$ cat src/rtl/assert_macros.svh
// ----------------------------------------------------------------------------
// assert_macros.svh
// Assertion macros shared by the RTL, clocked on clk_i; GB_ASSERT is disabled while rst_ni is low.
// ----------------------------------------------------------------------------
`ifndef ASSERT_MACROS_SVH
`define ASSERT_MACROS_SVH

// check while out of reset
`define GB_ASSERT(lbl, prop, msg) \
  lbl: assert property (@(posedge clk_i) disable iff (!rst_ni) prop) else $error(msg);

// check at every edge, also during reset
`define GB_ASSERT_ALWAYS(lbl, prop, msg) \
  lbl: assert property (@(posedge clk_i) prop) else $error(msg);

`endif

$ cat src/rtl/gbws_pkg.sv
// ----------------------------------------------------------------------------
// gbws_pkg
// Geometry, widths and codes of the glyph blitter and width scanner.
// ----------------------------------------------------------------------------
`timescale 1ns / 1ps

package gbws_pkg;

  localparam int GLYPH_ROWS      = 18;
  localparam int GLYPH_COLUMNS   = 16;
  localparam int PALETTE_ENTRIES = 16;
  localparam int BYTES_PER_ROW   = (GLYPH_COLUMNS + 1) / 2;

  localparam int COLOR_W = 16;
  localparam int NIB_W   = 4;
  localparam int ORG_W   = 12;
  localparam int POS_W   = ORG_W + 1;
  localparam int GW_W    = 4;
  localparam int PAIR_W  = 2 * NIB_W;

  localparam int BIR_W = (BYTES_PER_ROW > 1) ? $clog2(BYTES_PER_ROW) : 1;
  localparam int ROW_W = (GLYPH_ROWS > 1) ? $clog2(GLYPH_ROWS) : 1;
  localparam int COL_W = $clog2(2 * BYTES_PER_ROW);

  localparam logic [COLOR_W-1:0] KEY_RESET = 16'h001f;

  localparam logic MODE_PALETTE = 1'b0;
  localparam logic MODE_GLYPH   = 1'b1;
  localparam logic KIND_PIXEL   = 1'b0;
  localparam logic KIND_WIDTH   = 1'b1;

endpackage

$ cat src/rtl/glyph_blit_and_width_scan.sv
// ----------------------------------------------------------------------------
// glyph_blit_and_width_scan
// Palettized 4bpp glyph blitter with color key and per-glyph width scan.
// Path: a request is held in the stage-1 register, and each of its results
// then passes through the output register before it is presented.
// Throughput: one result per cycle through the single output register while
// out_ready_i is high; a byte with two opaque pixels, or one ending a glyph,
// holds the stage and new requests until its last result is loaded.
// Reset: counters, origin and widths clear, key returns to 0x1f; palette
// contents are undefined until written.
// ----------------------------------------------------------------------------
`timescale 1ns / 1ps
`include "assert_macros.svh"

module glyph_blit_and_width_scan (
  input  logic                          clk_i,
  input  logic                          rst_ni,
  input  logic                          cfg_we_i,
  input  logic [gbws_pkg::COLOR_W-1:0]  cfg_wdata_i,
  input  logic                          in_valid_i,
  output logic                          in_ready_o,
  input  logic                          mode_i,
  input  logic [gbws_pkg::NIB_W-1:0]    entry_index_i,
  input  logic [gbws_pkg::COLOR_W-1:0]  entry_color_i,
  input  logic [gbws_pkg::PAIR_W-1:0]   pixel_pair_i,
  input  logic                          glyph_start_i,
  input  logic [gbws_pkg::ORG_W-1:0]    origin_x_i,
  input  logic [gbws_pkg::ORG_W-1:0]    origin_y_i,
  output logic                          out_valid_o,
  input  logic                          out_ready_i,
  output logic                          kind_o,
  output logic [gbws_pkg::POS_W-1:0]    pixel_x_o,
  output logic [gbws_pkg::POS_W-1:0]    pixel_y_o,
  output logic [gbws_pkg::COLOR_W-1:0]  color_o,
  output logic [gbws_pkg::GW_W-1:0]     glyph_width_o,
  output logic                          last_o
);
  import gbws_pkg::*;

  logic [COLOR_W-1:0] key_q;
  logic [COLOR_W-1:0] pal_mem [PALETTE_ENTRIES];

  logic [BIR_W-1:0] bir_q, bir_d;
  logic [ROW_W-1:0] row_q, row_d;
  logic [ORG_W-1:0] lx_q, lx_d, ly_q, ly_d;
  logic [GW_W-1:0]  rw_q, rw_d, mx_q, mx_d;

  logic               s1_valid_q;
  logic [COLOR_W-1:0] s1_c0_q, s1_c1_q;
  logic [COL_W-1:0]   s1_col0_q;
  logic [POS_W-1:0]   s1_px0_q, s1_py_q;
  logic               s1_start_q, s1_eor_q, s1_eog_q;
  logic [2:0]         sent_q, sent_d;

  logic               out_valid_q, kind_q, last_q;
  logic [POS_W-1:0]   px_q, py_q;
  logic [COLOR_W-1:0] color_q;
  logic [GW_W-1:0]    gw_q;

  logic               accept, accept_pal, accept_glyph;
  logic               eor, eog;
  logic [COL_W-1:0]   col0_in;
  logic [COL_W-1:0]   s1_col1;
  logic               opq0, opq1;
  logic [2:0]         req_mask;
  logic               sel0, sel1, sel2, last_sel;
  logic               out_load, s1_done;
  logic [GW_W-1:0]    rw_base, mx_base, rw_new, mx_new;
  logic [POS_W-1:0]   px1;

  // request side
  assign in_ready_o   = !s1_valid_q || s1_done;
  assign accept       = in_valid_i && in_ready_o;
  assign accept_pal   = accept && (mode_i == MODE_PALETTE);
  assign accept_glyph = accept && (mode_i == MODE_GLYPH);

  always_comb begin
    bir_d = glyph_start_i ? '0 : bir_q;
    row_d = glyph_start_i ? '0 : row_q;
    lx_d  = glyph_start_i ? origin_x_i : lx_q;
    ly_d  = glyph_start_i ? origin_y_i : ly_q;
    eor   = (bir_d == BIR_W'(BYTES_PER_ROW - 1));
    eog   = eor && (row_d == ROW_W'(GLYPH_ROWS - 1));
    col0_in = COL_W'(bir_d) << 1;
  end

  always_ff @(posedge clk_i or negedge rst_ni) begin
    if (!rst_ni) begin
      key_q <= KEY_RESET;
    end else if (cfg_we_i) begin
      key_q <= cfg_wdata_i;
    end
  end

  always_ff @(posedge clk_i) begin
    if (accept_pal) begin
      pal_mem[entry_index_i] <= entry_color_i;
    end
    if (accept_glyph) begin
      s1_c0_q <= pal_mem[pixel_pair_i[PAIR_W-1:NIB_W]];
      s1_c1_q <= pal_mem[pixel_pair_i[NIB_W-1:0]];
    end
  end

  always_ff @(posedge clk_i or negedge rst_ni) begin
    if (!rst_ni) begin
      bir_q <= '0;
      row_q <= '0;
      lx_q  <= '0;
      ly_q  <= '0;
    end else if (accept_glyph) begin
      bir_q <= eor ? '0 : bir_d + BIR_W'(1);
      row_q <= eog ? '0 : (eor ? row_d + ROW_W'(1) : row_d);
      lx_q  <= lx_d;
      ly_q  <= ly_d;
    end
  end

  always_ff @(posedge clk_i) begin
    if (accept_glyph) begin
      s1_col0_q  <= col0_in;
      s1_px0_q   <= POS_W'(lx_d) + POS_W'(col0_in);
      s1_py_q    <= POS_W'(ly_d) + POS_W'(row_d);
      s1_start_q <= glyph_start_i;
      s1_eor_q   <= eor;
      s1_eog_q   <= eog;
    end
  end

  // result selection
  assign s1_col1 = s1_col0_q | COL_W'(1);
  assign opq0 = ({1'b0, s1_col0_q} < (COL_W+1)'(GLYPH_COLUMNS)) && (s1_c0_q != key_q);
  assign opq1 = ({1'b0, s1_col1} < (COL_W+1)'(GLYPH_COLUMNS)) && (s1_c1_q != key_q);
  assign px1  = s1_px0_q + POS_W'(1);

  always_comb begin
    req_mask = {s1_eog_q, opq1, opq0} & ~sent_q & {3{s1_valid_q}};
    sel0     = req_mask[0];
    sel1     = !req_mask[0] && req_mask[1];
    sel2     = (req_mask == 3'b100);
    if (sel0) begin
      last_sel = (req_mask[2:1] == 2'b00);
    end else if (sel1) begin
      last_sel = !req_mask[2];
    end else begin
      last_sel = 1'b1;
    end
    out_load = (req_mask != 3'b000) && (!out_valid_q || out_ready_i);
    s1_done  = s1_valid_q && ((req_mask == 3'b000) || (out_load && last_sel));
    sent_d   = sent_q;
    if (s1_done) begin
      sent_d = '0;
    end else if (out_load) begin
      sent_d = sent_q | {sel2, sel1, sel0};
    end
  end

  // width scan
  always_comb begin
    rw_base = s1_start_q ? '0 : rw_q;
    mx_base = s1_start_q ? '0 : mx_q;
    if (opq1) begin
      rw_new = GW_W'(s1_col1);
    end else if (opq0) begin
      rw_new = GW_W'(s1_col0_q);
    end else begin
      rw_new = rw_base;
    end
    mx_new = (s1_eor_q && (rw_new > mx_base)) ? rw_new : mx_base;
    rw_d   = s1_eor_q ? '0 : rw_new;
    mx_d   = s1_eog_q ? '0 : mx_new;
  end

  always_ff @(posedge clk_i or negedge rst_ni) begin
    if (!rst_ni) begin
      s1_valid_q <= 1'b0;
      sent_q     <= '0;
      rw_q       <= '0;
      mx_q       <= '0;
    end else begin
      sent_q <= sent_d;
      if (accept_glyph) begin
        s1_valid_q <= 1'b1;
      end else if (s1_done) begin
        s1_valid_q <= 1'b0;
      end
      if (s1_done) begin
        rw_q <= rw_d;
        mx_q <= mx_d;
      end
    end
  end

  // output register
  always_ff @(posedge clk_i or negedge rst_ni) begin
    if (!rst_ni) begin
      out_valid_q <= 1'b0;
    end else if (out_load) begin
      out_valid_q <= 1'b1;
    end else if (out_ready_i) begin
      out_valid_q <= 1'b0;
    end
  end

  always_ff @(posedge clk_i) begin
    if (out_load) begin
      last_q <= last_sel;
      if (sel2) begin
        kind_q  <= KIND_WIDTH;
        px_q    <= '0;
        py_q    <= '0;
        color_q <= '0;
        gw_q    <= mx_new;
      end else begin
        kind_q  <= KIND_PIXEL;
        px_q    <= sel0 ? s1_px0_q : px1;
        py_q    <= s1_py_q;
        color_q <= sel0 ? s1_c0_q : s1_c1_q;
        gw_q    <= '0;
      end
    end
  end

  assign out_valid_o   = out_valid_q;
  assign kind_o        = kind_q;
  assign pixel_x_o     = px_q;
  assign pixel_y_o     = py_q;
  assign color_o       = color_q;
  assign glyph_width_o = gw_q;
  assign last_o        = last_q;

  `GB_ASSERT(a_sent_subset, s1_valid_q |-> ((sent_q & ~{s1_eog_q, opq1, opq0}) == 3'b000), "sent results outside request")
  `GB_ASSERT_ALWAYS(a_idle_clean, !s1_valid_q |-> (sent_q == 3'b000), "sent mask left over with empty stage")
  `GB_ASSERT(a_load_shows, out_load |=> out_valid_o, "loaded result not presented")
  `GB_ASSERT(a_empty_ready, !s1_valid_q |-> in_ready_o, "empty stage refuses requests")

endmodule
$ cat config.mk
export PLATFORM = sky130hd
export DESIGN_NAME = glyph_blit_and_width_scan
export DESIGN_NICKNAME = d
export VERILOG_FILES = /design/src/rtl/gbws_pkg.sv /design/src/rtl/glyph_blit_and_width_scan.sv
export VERILOG_INCLUDE_DIRS = /design/src /design/src/rtl
export SDC_FILE = /design/constraint.sdc
export NUM_CORES = 1
export LEC_CHECK = 0
export BUFFER_PORTS_ARGS = -buffer_cell sky130_fd_sc_hd__buf_2
export CORE_ASPECT_RATIO = 0.9
export CORE_MARGIN = 5
export CORE_UTILIZATION = 45
export CTS_CLUSTER_SIZE = 28
export DETAILED_ROUTE_END_ITERATION = 10
export PLACE_DENSITY_LB_ADDON = 0.3
export SYNTH_ARGS = -nofsm -noshare
export SYNTH_HDL_FRONTEND = slang
export SYNTH_SLANG_ARGS = --single-unit
$ cat constraint.sdc
create_clock -name clk_i -period 4.3 [get_ports clk_i]
set_input_delay 0.645 -clock clk_i [delete_from_list [all_inputs] [get_ports clk_i]]
set_output_delay 0.645 -clock clk_i [all_outputs]
set_load 0.02 [all_outputs]
==> results.yml, run 1 <==
clock_tree:
  tritoncts: "yes"
  cts.path.max_buffers: 3
  cts-root-buf: "sky130_fd_sc_hd__clkbuf_16"
  clock_insertion_delay_worst_skew_ns: 0.58
  cts.sinks: 429
  number_of_cts_inserted_buffers: 45
  cts_post_setup_buffers_inserted: 0
  cts_hold_buf: 0
  cts_max_level: 2
  cts_repair_resize_count: 0
  clkSlewWorstSetupHoldPaths_ns: 0.06
grt:
  grt_util_all_layers_pct: 19.4
  antenna_found_initial: 2
  largest_net_degree_at_the_start_of_global_routing: 82
  grt_first_pass_wirelength_um: 71000
  gr-total-overflow: 0
  number_of_global_route_vias_before_repair: 11400
sta:
  max_slew.worst_pin.slew_ns: 1.11
  setup_tns_ns: 0
  finalSetupViolations: 0
  timing.max_slew.rel_slack_pct: 26.1
  finalWorstPathRequiredPeriod_ns: 3.96
  grt_setup_unrepaired: "no"
  maxSlewViolCount: 0
  achievable-frequency_mhz: 253
  total_count_of_hold_check_failures_in_the_final_report: 0
  fin_crit_sh_pct: 92.1
  post_route_clock_skew_ns: 0.0314
cells_and_area:
  final_cells: 1867
  net_total_in_the_final_layout: 1372
  share_of_layout_cells_above_drive_strength_1_pct: 36.1
  areaGrowthSynthToFinish_pct: 15.4
  stdcell_area_mm2: 0.0228
  filler_cell_count: 3427
worst_setup_path:
  crit_path_max_fanout: 17
  crit_path_start_kind: "flip-flop"
  timing_worst_setup_path_type: "reg -> out"
  cp-end-kind: "output port"
  max_stage_delay_ns: 0.50
  cp.buffers_inverters: 3
  critical_path_required_ns: 3.65
  timing.critical_path.arrival_ns: 3.31
  family_of_cells_with_the_greatest_summed_delay_on_the_critical_path: "simple AND/OR/NAND/NOR gates"
  timing.critical_path.slowest_stage_cell: "sky130_fd_sc_hd__nor4_1"
  timing.critical_path.cells: "xor2_1 > nor4_1 > nand4_1 > buf_4 > a22o_1 > nor2_1 > nor2_2 > inv_1 > buf_2"
floorplanning:
  fp.dieH_um: 209
  num_io_pins: 125
  chipWidth_um: 231
  core_region_area_mm2: 0.0432
  initial_utilization_pct: 45.7
  floorplan.die_area_mm2: 0.0482
  core.rowCount: 72
detailed_routing:
  detail-route-antenna-nets: 0
  wire_per_inst_um: 25.1
  avgViaCountPerCell: 5.95
  drt_iter0_drc: 1028
  total_wirelength_um: 46900
  drt_pre_antenna_iters: 5
  route.vias.total: 11100
  drc_errors: 0
synthesis:
  synth.top_cells.by_area: "sky130_fd_sc_hd__edfxtp_1, sky130_fd_sc_hd__mux4_2, sky130_fd_sc_hd__dfrtp_1"
  synth_top_area_share_pct: 55.9
  synthesis.instances: 1133
  ys_seq_area_share_pct: 63.7
  postSynthRegisterBits: 429
  synth.avg_cell_area_um2: 17.4
  ys.flop_type: "sky130_fd_sc_hd__edfxtp_1"
  synthMostInstantiatedCell: "sky130_fd_sc_hd__edfxtp_1"
  synth_enable_flop_cells: 368
  synth_top_area_cell: "sky130_fd_sc_hd__edfxtp_1"
  synth.net_count: 1227
  mappedNetlistArea_mm2: 0.0198
  yosysWarningCount: 0
  synth_async_sr_flop_share_pct: 14.2
  post_synth_num_cell_types: 54
  synth_commonest_cells: "sky130_fd_sc_hd__edfxtp_1, sky130_fd_sc_hd__mux4_2, sky130_fd_sc_hd__nand2_1"
pwr:
  vdd_ir_drop_max_uv: 314
  clockPowerShare_pct: 33.6
  netSwitchingFraction_pct: 28.2
  power_per_cell_area_mw_per_mm2: 529
  cellLeakagePower_nw: 7.92
  seq_power_share_pct: 45.6
  p_switching_mw: 3.40
  power.combinational.fraction_pct: 20.8
  internal-power_mw: 8.67
place:
  dp_cells: 1786
  gp_routability_congestion: 0.795
  port_buffers: 124
  dpl.hpwl_um: 29600
  placement_cell_area_mm2: 0.0213
status:
  outcome: "finished clean"
run:
  max_cap_viol_count: 0
hold_path:
  hp-class: "in -> async"
-- path summary, 6_finish.rpt --
kind	start	endpoint	slack (ns)	depth (start not counted)
hold reg to reg	rw_q[1]$_DFFE_PN0P_	rw_q[1]$_DFFE_PN0P_	0.47	2
setup reg to reg	key_q[14]$_DFFE_PN0P_	glyph_width_o[3]$_SDFFCE_PN0P_	0.35	13
hold / removal	rst_ni	key_q[11]$_DFFE_PN0P_	0.26	2
setup / recovery	s1_c0_q[15]$_DFFE_PP_	in_ready_o	0.34	9
max in group asynchronous	rst_ni	ly_q[7]$_DFFE_PN0P_	3.47	2
min in group clk_i	cfg_wdata_i[5]	key_q[5]$_DFFE_PN0P_	0.32	2
-- cells in the final DEF, fill, tap and decap left out, types with 11 or more instances in the layout --
cell type / netlist / layout
sky130_fd_sc_hd__nand2b_1: 11 / 11
sky130_fd_sc_hd__nor2b_1: 25 / 25
sky130_fd_sc_hd__xor2_1: 53 / 53
sky130_fd_sc_hd__clkbuf_16: 0 / 47
sky130_fd_sc_hd__xnor2_1: 11 / 11
sky130_fd_sc_hd__mux4_2: 160 / 160
sky130_fd_sc_hd__inv_1: 18 / 18
sky130_fd_sc_hd__dfrtp_1: 56 / 56
sky130_fd_sc_hd__nor2_1: 41 / 39
sky130_fd_sc_hd__nor3_2: 0 / 12
sky130_fd_sc_hd__buf_2: 1 / 122
sky130_fd_sc_hd__edfxtp_1: 368 / 368
sky130_fd_sc_hd__nand2_1: 68 / 68
sky130_fd_sc_hd__ha_1: 17 / 17
sky130_fd_sc_hd__a21oi_1: 44 / 44
sky130_fd_sc_hd__and2_1: 15 / 15
sky130_fd_sc_hd__buf_4: 1 / 33
sky130_fd_sc_hd__mux2_2: 46 / 46
-- power by group through the flow --
stage,logic (mW),clock network [mW],registers (mW)
after CTS,2.55,4.15,5.51
after global placement,2.49,0,5.58
after detailed placement,2.53,0,5.59
after floorplan,1.41,0,5.83
final,2.51,4.05,5.50
after global routing,2.73,4.32,5.56
-- registers in the layout, summed over array words and instances, names as in the netlist, 3 cells and up --
| register | count |
|---|---|
| lx_q | 12 |
| s1_c0_q | 16 |
| s1_py_q | 13 |
| key_q | 16 |
| rw_q | 4 |
| mx_q | 4 |
| s1_col0_q | 3 |
| sent_q | 3 |
| s1_px0_q | 13 |
| bir_q | 3 |
| ly_q | 12 |
| color_o | 16 |
| row_q | 5 |
| pal_mem | 256 |
| glyph_width_o | 4 |
| pixel_x_o | 13 |
| pixel_y_o | 13 |
| s1_c1_q | 16 |
-- routing by layer --
layer	global-route usage, %	wire length [um]	vias to the layer above
met1	26.5	19000	5757
met4	4.84	902	4
met5	0	28	-
met3	4.68	4030	68
li1	-	-	4832
met2	31.9	23000	450
-- through the flow --
step	hold slack, ns	worst slack [ns]	power [mW]	utilization [%]
2_1_floorplan	0.349	0.474	7.24	-
3_3_place_gp	0.460	0.499	8.07	49.2
3_5_place_dp	0.469	0.416	8.12	49.2
4_1_cts	0.279	0.283	12.2	52.8
5_1_grt	0.313	0.158	12.6	52.8
6_report	0.260	0.342	12.1	52.8
-- layout make-up --
type	count	area, um2	area share, %
diodes	1	2.50	0.0110
well taps	555	694	3.04
multi-input cells	624	6980	30.6
clock inverters	25	320	1.40
repair buffers	160	958	4.20
flip-flops and latches	429	12600	55.1
clock buffers	55	1220	5.33
inverters	18	67.6	0.296
-- logic make-up after synthesis --
kind of cell / synth area share (%)
fa+ha+maj: 1.28
buf+inv: 1.58
mux: 21.8
flops: 63.7
compound gates: 3.09
xor+xnor: 2.84
simple gates: 5.75
No activity file was read; power rests on OpenSTA's default activity.
==> run 2: changes to the inputs <==
==> constraint.sdc (replaced) <==
create_clock -name clk_i -period 4.3 [get_ports clk_i]
set_input_delay 0.645 -clock clk_i [delete_from_list [all_inputs] [get_ports clk_i]]
set_output_delay 0.645 -clock clk_i [all_outputs]
set_load 0.05 [all_outputs]
==> run 2 against run 1 <==
Effect of this change: largest power group unchanged; cell count is 0.11% higher; count of clock-buffer cells in the layout rose by 7; clock power decreased by 8.9%; sequential cell count unchanged; total power rose by 1.1%; sequential power is essentially flat; global-route usage fell by 0.33 points; via count is 1.8% lower; register-to-register slack gained 0.19 ns; highest routed layer unchanged.
==> results.yml, run 2 (synthesized netlist as in run 1, its figures left out) <==
sta:
  total_count_of_hold_check_failures_in_the_final_report: 0
  fin_crit_sh_pct: 91.8
  grt_setup_unrepaired: "no"
  achievable-frequency_mhz: 253
  finalWorstPathRequiredPeriod_ns: 3.95
  post_route_clock_skew_ns: 0.0303
  finalSetupViolations: 0
  setup_tns_ns: 0
  maxSlewViolCount: 0
  timing.max_slew.rel_slack_pct: 24.4
  max_slew.worst_pin.slew_ns: 1.13
clock_tree:
  number_of_cts_inserted_buffers: 45
  cts_repair_resize_count: 0
  cts.sinks: 429
  cts.path.max_buffers: 3
  cts-root-buf: "sky130_fd_sc_hd__clkbuf_16"
  tritoncts: "yes"
  cts_max_level: 2
  cts_post_setup_buffers_inserted: 0
  clock_insertion_delay_worst_skew_ns: 0.58
  clkSlewWorstSetupHoldPaths_ns: 0.06
  cts_hold_buf: 0
floorplanning:
  chipWidth_um: 231
  num_io_pins: 125
  fp.dieH_um: 209
  core.rowCount: 72
  floorplan.die_area_mm2: 0.0482
  core_region_area_mm2: 0.0432
  initial_utilization_pct: 45.7
place:
  gp_routability_congestion: 0.822
  dp_cells: 1786
  dpl.hpwl_um: 29400
  port_buffers: 124
  placement_cell_area_mm2: 0.0213
worst_setup_path:
  crit_path_max_fanout: 17
  rr_startpoint: "key_q[10]$_DFFE_PN0P_"
  cp-end-kind: "output port"
  r2r_end: "glyph_width_o[1]$_SDFFCE_PN0P_"
  timing.critical_path.arrival_ns: 3.30
  timing_worst_setup_path_type: "reg -> out"
  regToRegSetupSlack_ns: 0.54
  critical_path.endpoint: "in_ready_o"
  crit_start: "key_q[10]$_DFFE_PN0P_"
  critical_path_required_ns: 3.65
  crit_path_start_kind: "flip-flop"
  rr_worst_depth: 12
cells_and_area:
  share_of_layout_cells_above_drive_strength_1_pct: 35.8
  stdcell_area_mm2: 0.0227
  final_cells: 1869
  largest-register: "pal_mem"
  layout_commonest_cell: "sky130_fd_sc_hd__edfxtp_1"
  finish.utilization_pct: 52.4
  filler_cell_count: 3441
  areaGrowthSynthToFinish_pct: 14.7
  largest_reg_flops: 256
  net_total_in_the_final_layout: 1372
  final_cell_mix: "sky130_fd_sc_hd__edfxtp_1, sky130_fd_sc_hd__mux4_2, sky130_fd_sc_hd__buf_2"
grt:
  number_of_global_route_vias_before_repair: 11300
  largest_net_degree_at_the_start_of_global_routing: 82
  gr-total-overflow: 0
  grt_first_pass_wirelength_um: 69800
  antenna_found_initial: 3
  grt_util_all_layers_pct: 19.1
detailed_routing:
  drc_errors: 0
  total_wirelength_um: 46000
  drt_pre_antenna_iters: 5
  wire_per_inst_um: 24.6
  drt_iter0_drc: 1040
  avgViaCountPerCell: 5.84
  detail-route-antenna-nets: 0
  route.vias.total: 10900
run:
  max_cap_viol_count: 0
pwr:
  pwr_total_mw: 12.2
  power_per_cell_area_mw_per_mm2: 538
  vdd_ir_drop_max_uv: 327
  cellLeakagePower_nw: 7.85
status:
  outcome: "finished clean"
hold_path:
  hp-class: "in -> async"
run 2: area by class of cell:
type	instances	area [um2]	area share (%)
clock buffer	62	1210	5.34
inverter	18	67.6	0.298
multi-input combinational	624	6980	30.8
antenna	2	5.00	0.0221
clock inverter	19	176	0.778
sequential	429	12600	55.5
tap	555	694	3.06
timing repair buffer	160	958	4.23
run 2: critical path: stages (launching register included):
cell	delay (ns)
sky130_fd_sc_hd__dfrtp_1	0.41
sky130_fd_sc_hd__xor2_1	0.30
sky130_fd_sc_hd__nor4_1	0.09
sky130_fd_sc_hd__nand4_1	0.11
sky130_fd_sc_hd__buf_4	0.18
sky130_fd_sc_hd__a22oi_1	0.16
sky130_fd_sc_hd__o21a_1	0.25
sky130_fd_sc_hd__nor2_2	0.84
sky130_fd_sc_hd__inv_1	0.10
sky130_fd_sc_hd__buf_2	0.26
run 2: metrics by stage:
stage,hold slack [ns],setup slack (ns)
2_1_floorplan,0.349,0.474
4_1_cts,0.263,0.290
6_report,0.254,0.351
5_1_grt,0.292,0.139
3_5_place_dp,0.465,0.562
3_3_place_gp,0.458,0.609
run 2: where the power goes:
group | switching (mW) | internal (mW) | total (mW)
registers | 0.259 | 5.25 | 5.51
logic | 2.06 | 0.941 | 3.00
clock network | 1.59 | 2.10 | 3.69
total | 3.92 | 8.29 | 12.2
run 2: how the worst min path moves through the flow:
stage | start | end | slack, ns | cells after the start
3_3_place_gp | rw_q[2]$_DFFE_PN0P_ | rw_q[2]$_DFFE_PN0P_ | 0.46 | 2
3_5_place_dp | rw_q[2]$_DFFE_PN0P_ | rw_q[2]$_DFFE_PN0P_ | 0.46 | 2
6_report | rst_ni | key_q[6]$_DFFE_PN0P_ | 0.25 | 2
4_1_cts | rst_ni | ly_q[3]$_DFFE_PN0P_ | 0.26 | 2
2_1_floorplan | rst_ni | bir_q[0]$_DFFE_PN0P_ | 0.35 | 0
5_1_grt | cfg_wdata_i[10] | key_q[10]$_DFFE_PN0P_ | 0.29 | 2
run 2: routing by layer:
| metal | vias up | share of wire, % | GRT usage, % | wire [um] |
|---|---|---|---|---|
| met1 | 5603 | 42 | 26.3 | 19200 |
| met3 | 71 | 7.3 | 4.30 | 3360 |
| met5 | - | 0.030 | 0 | 14 |
| met4 | 4 | 2.2 | 5.10 | 1020 |
| met2 | 401 | 49 | 31.2 | 22400 |
| li1 | 4837 | - | - | - |
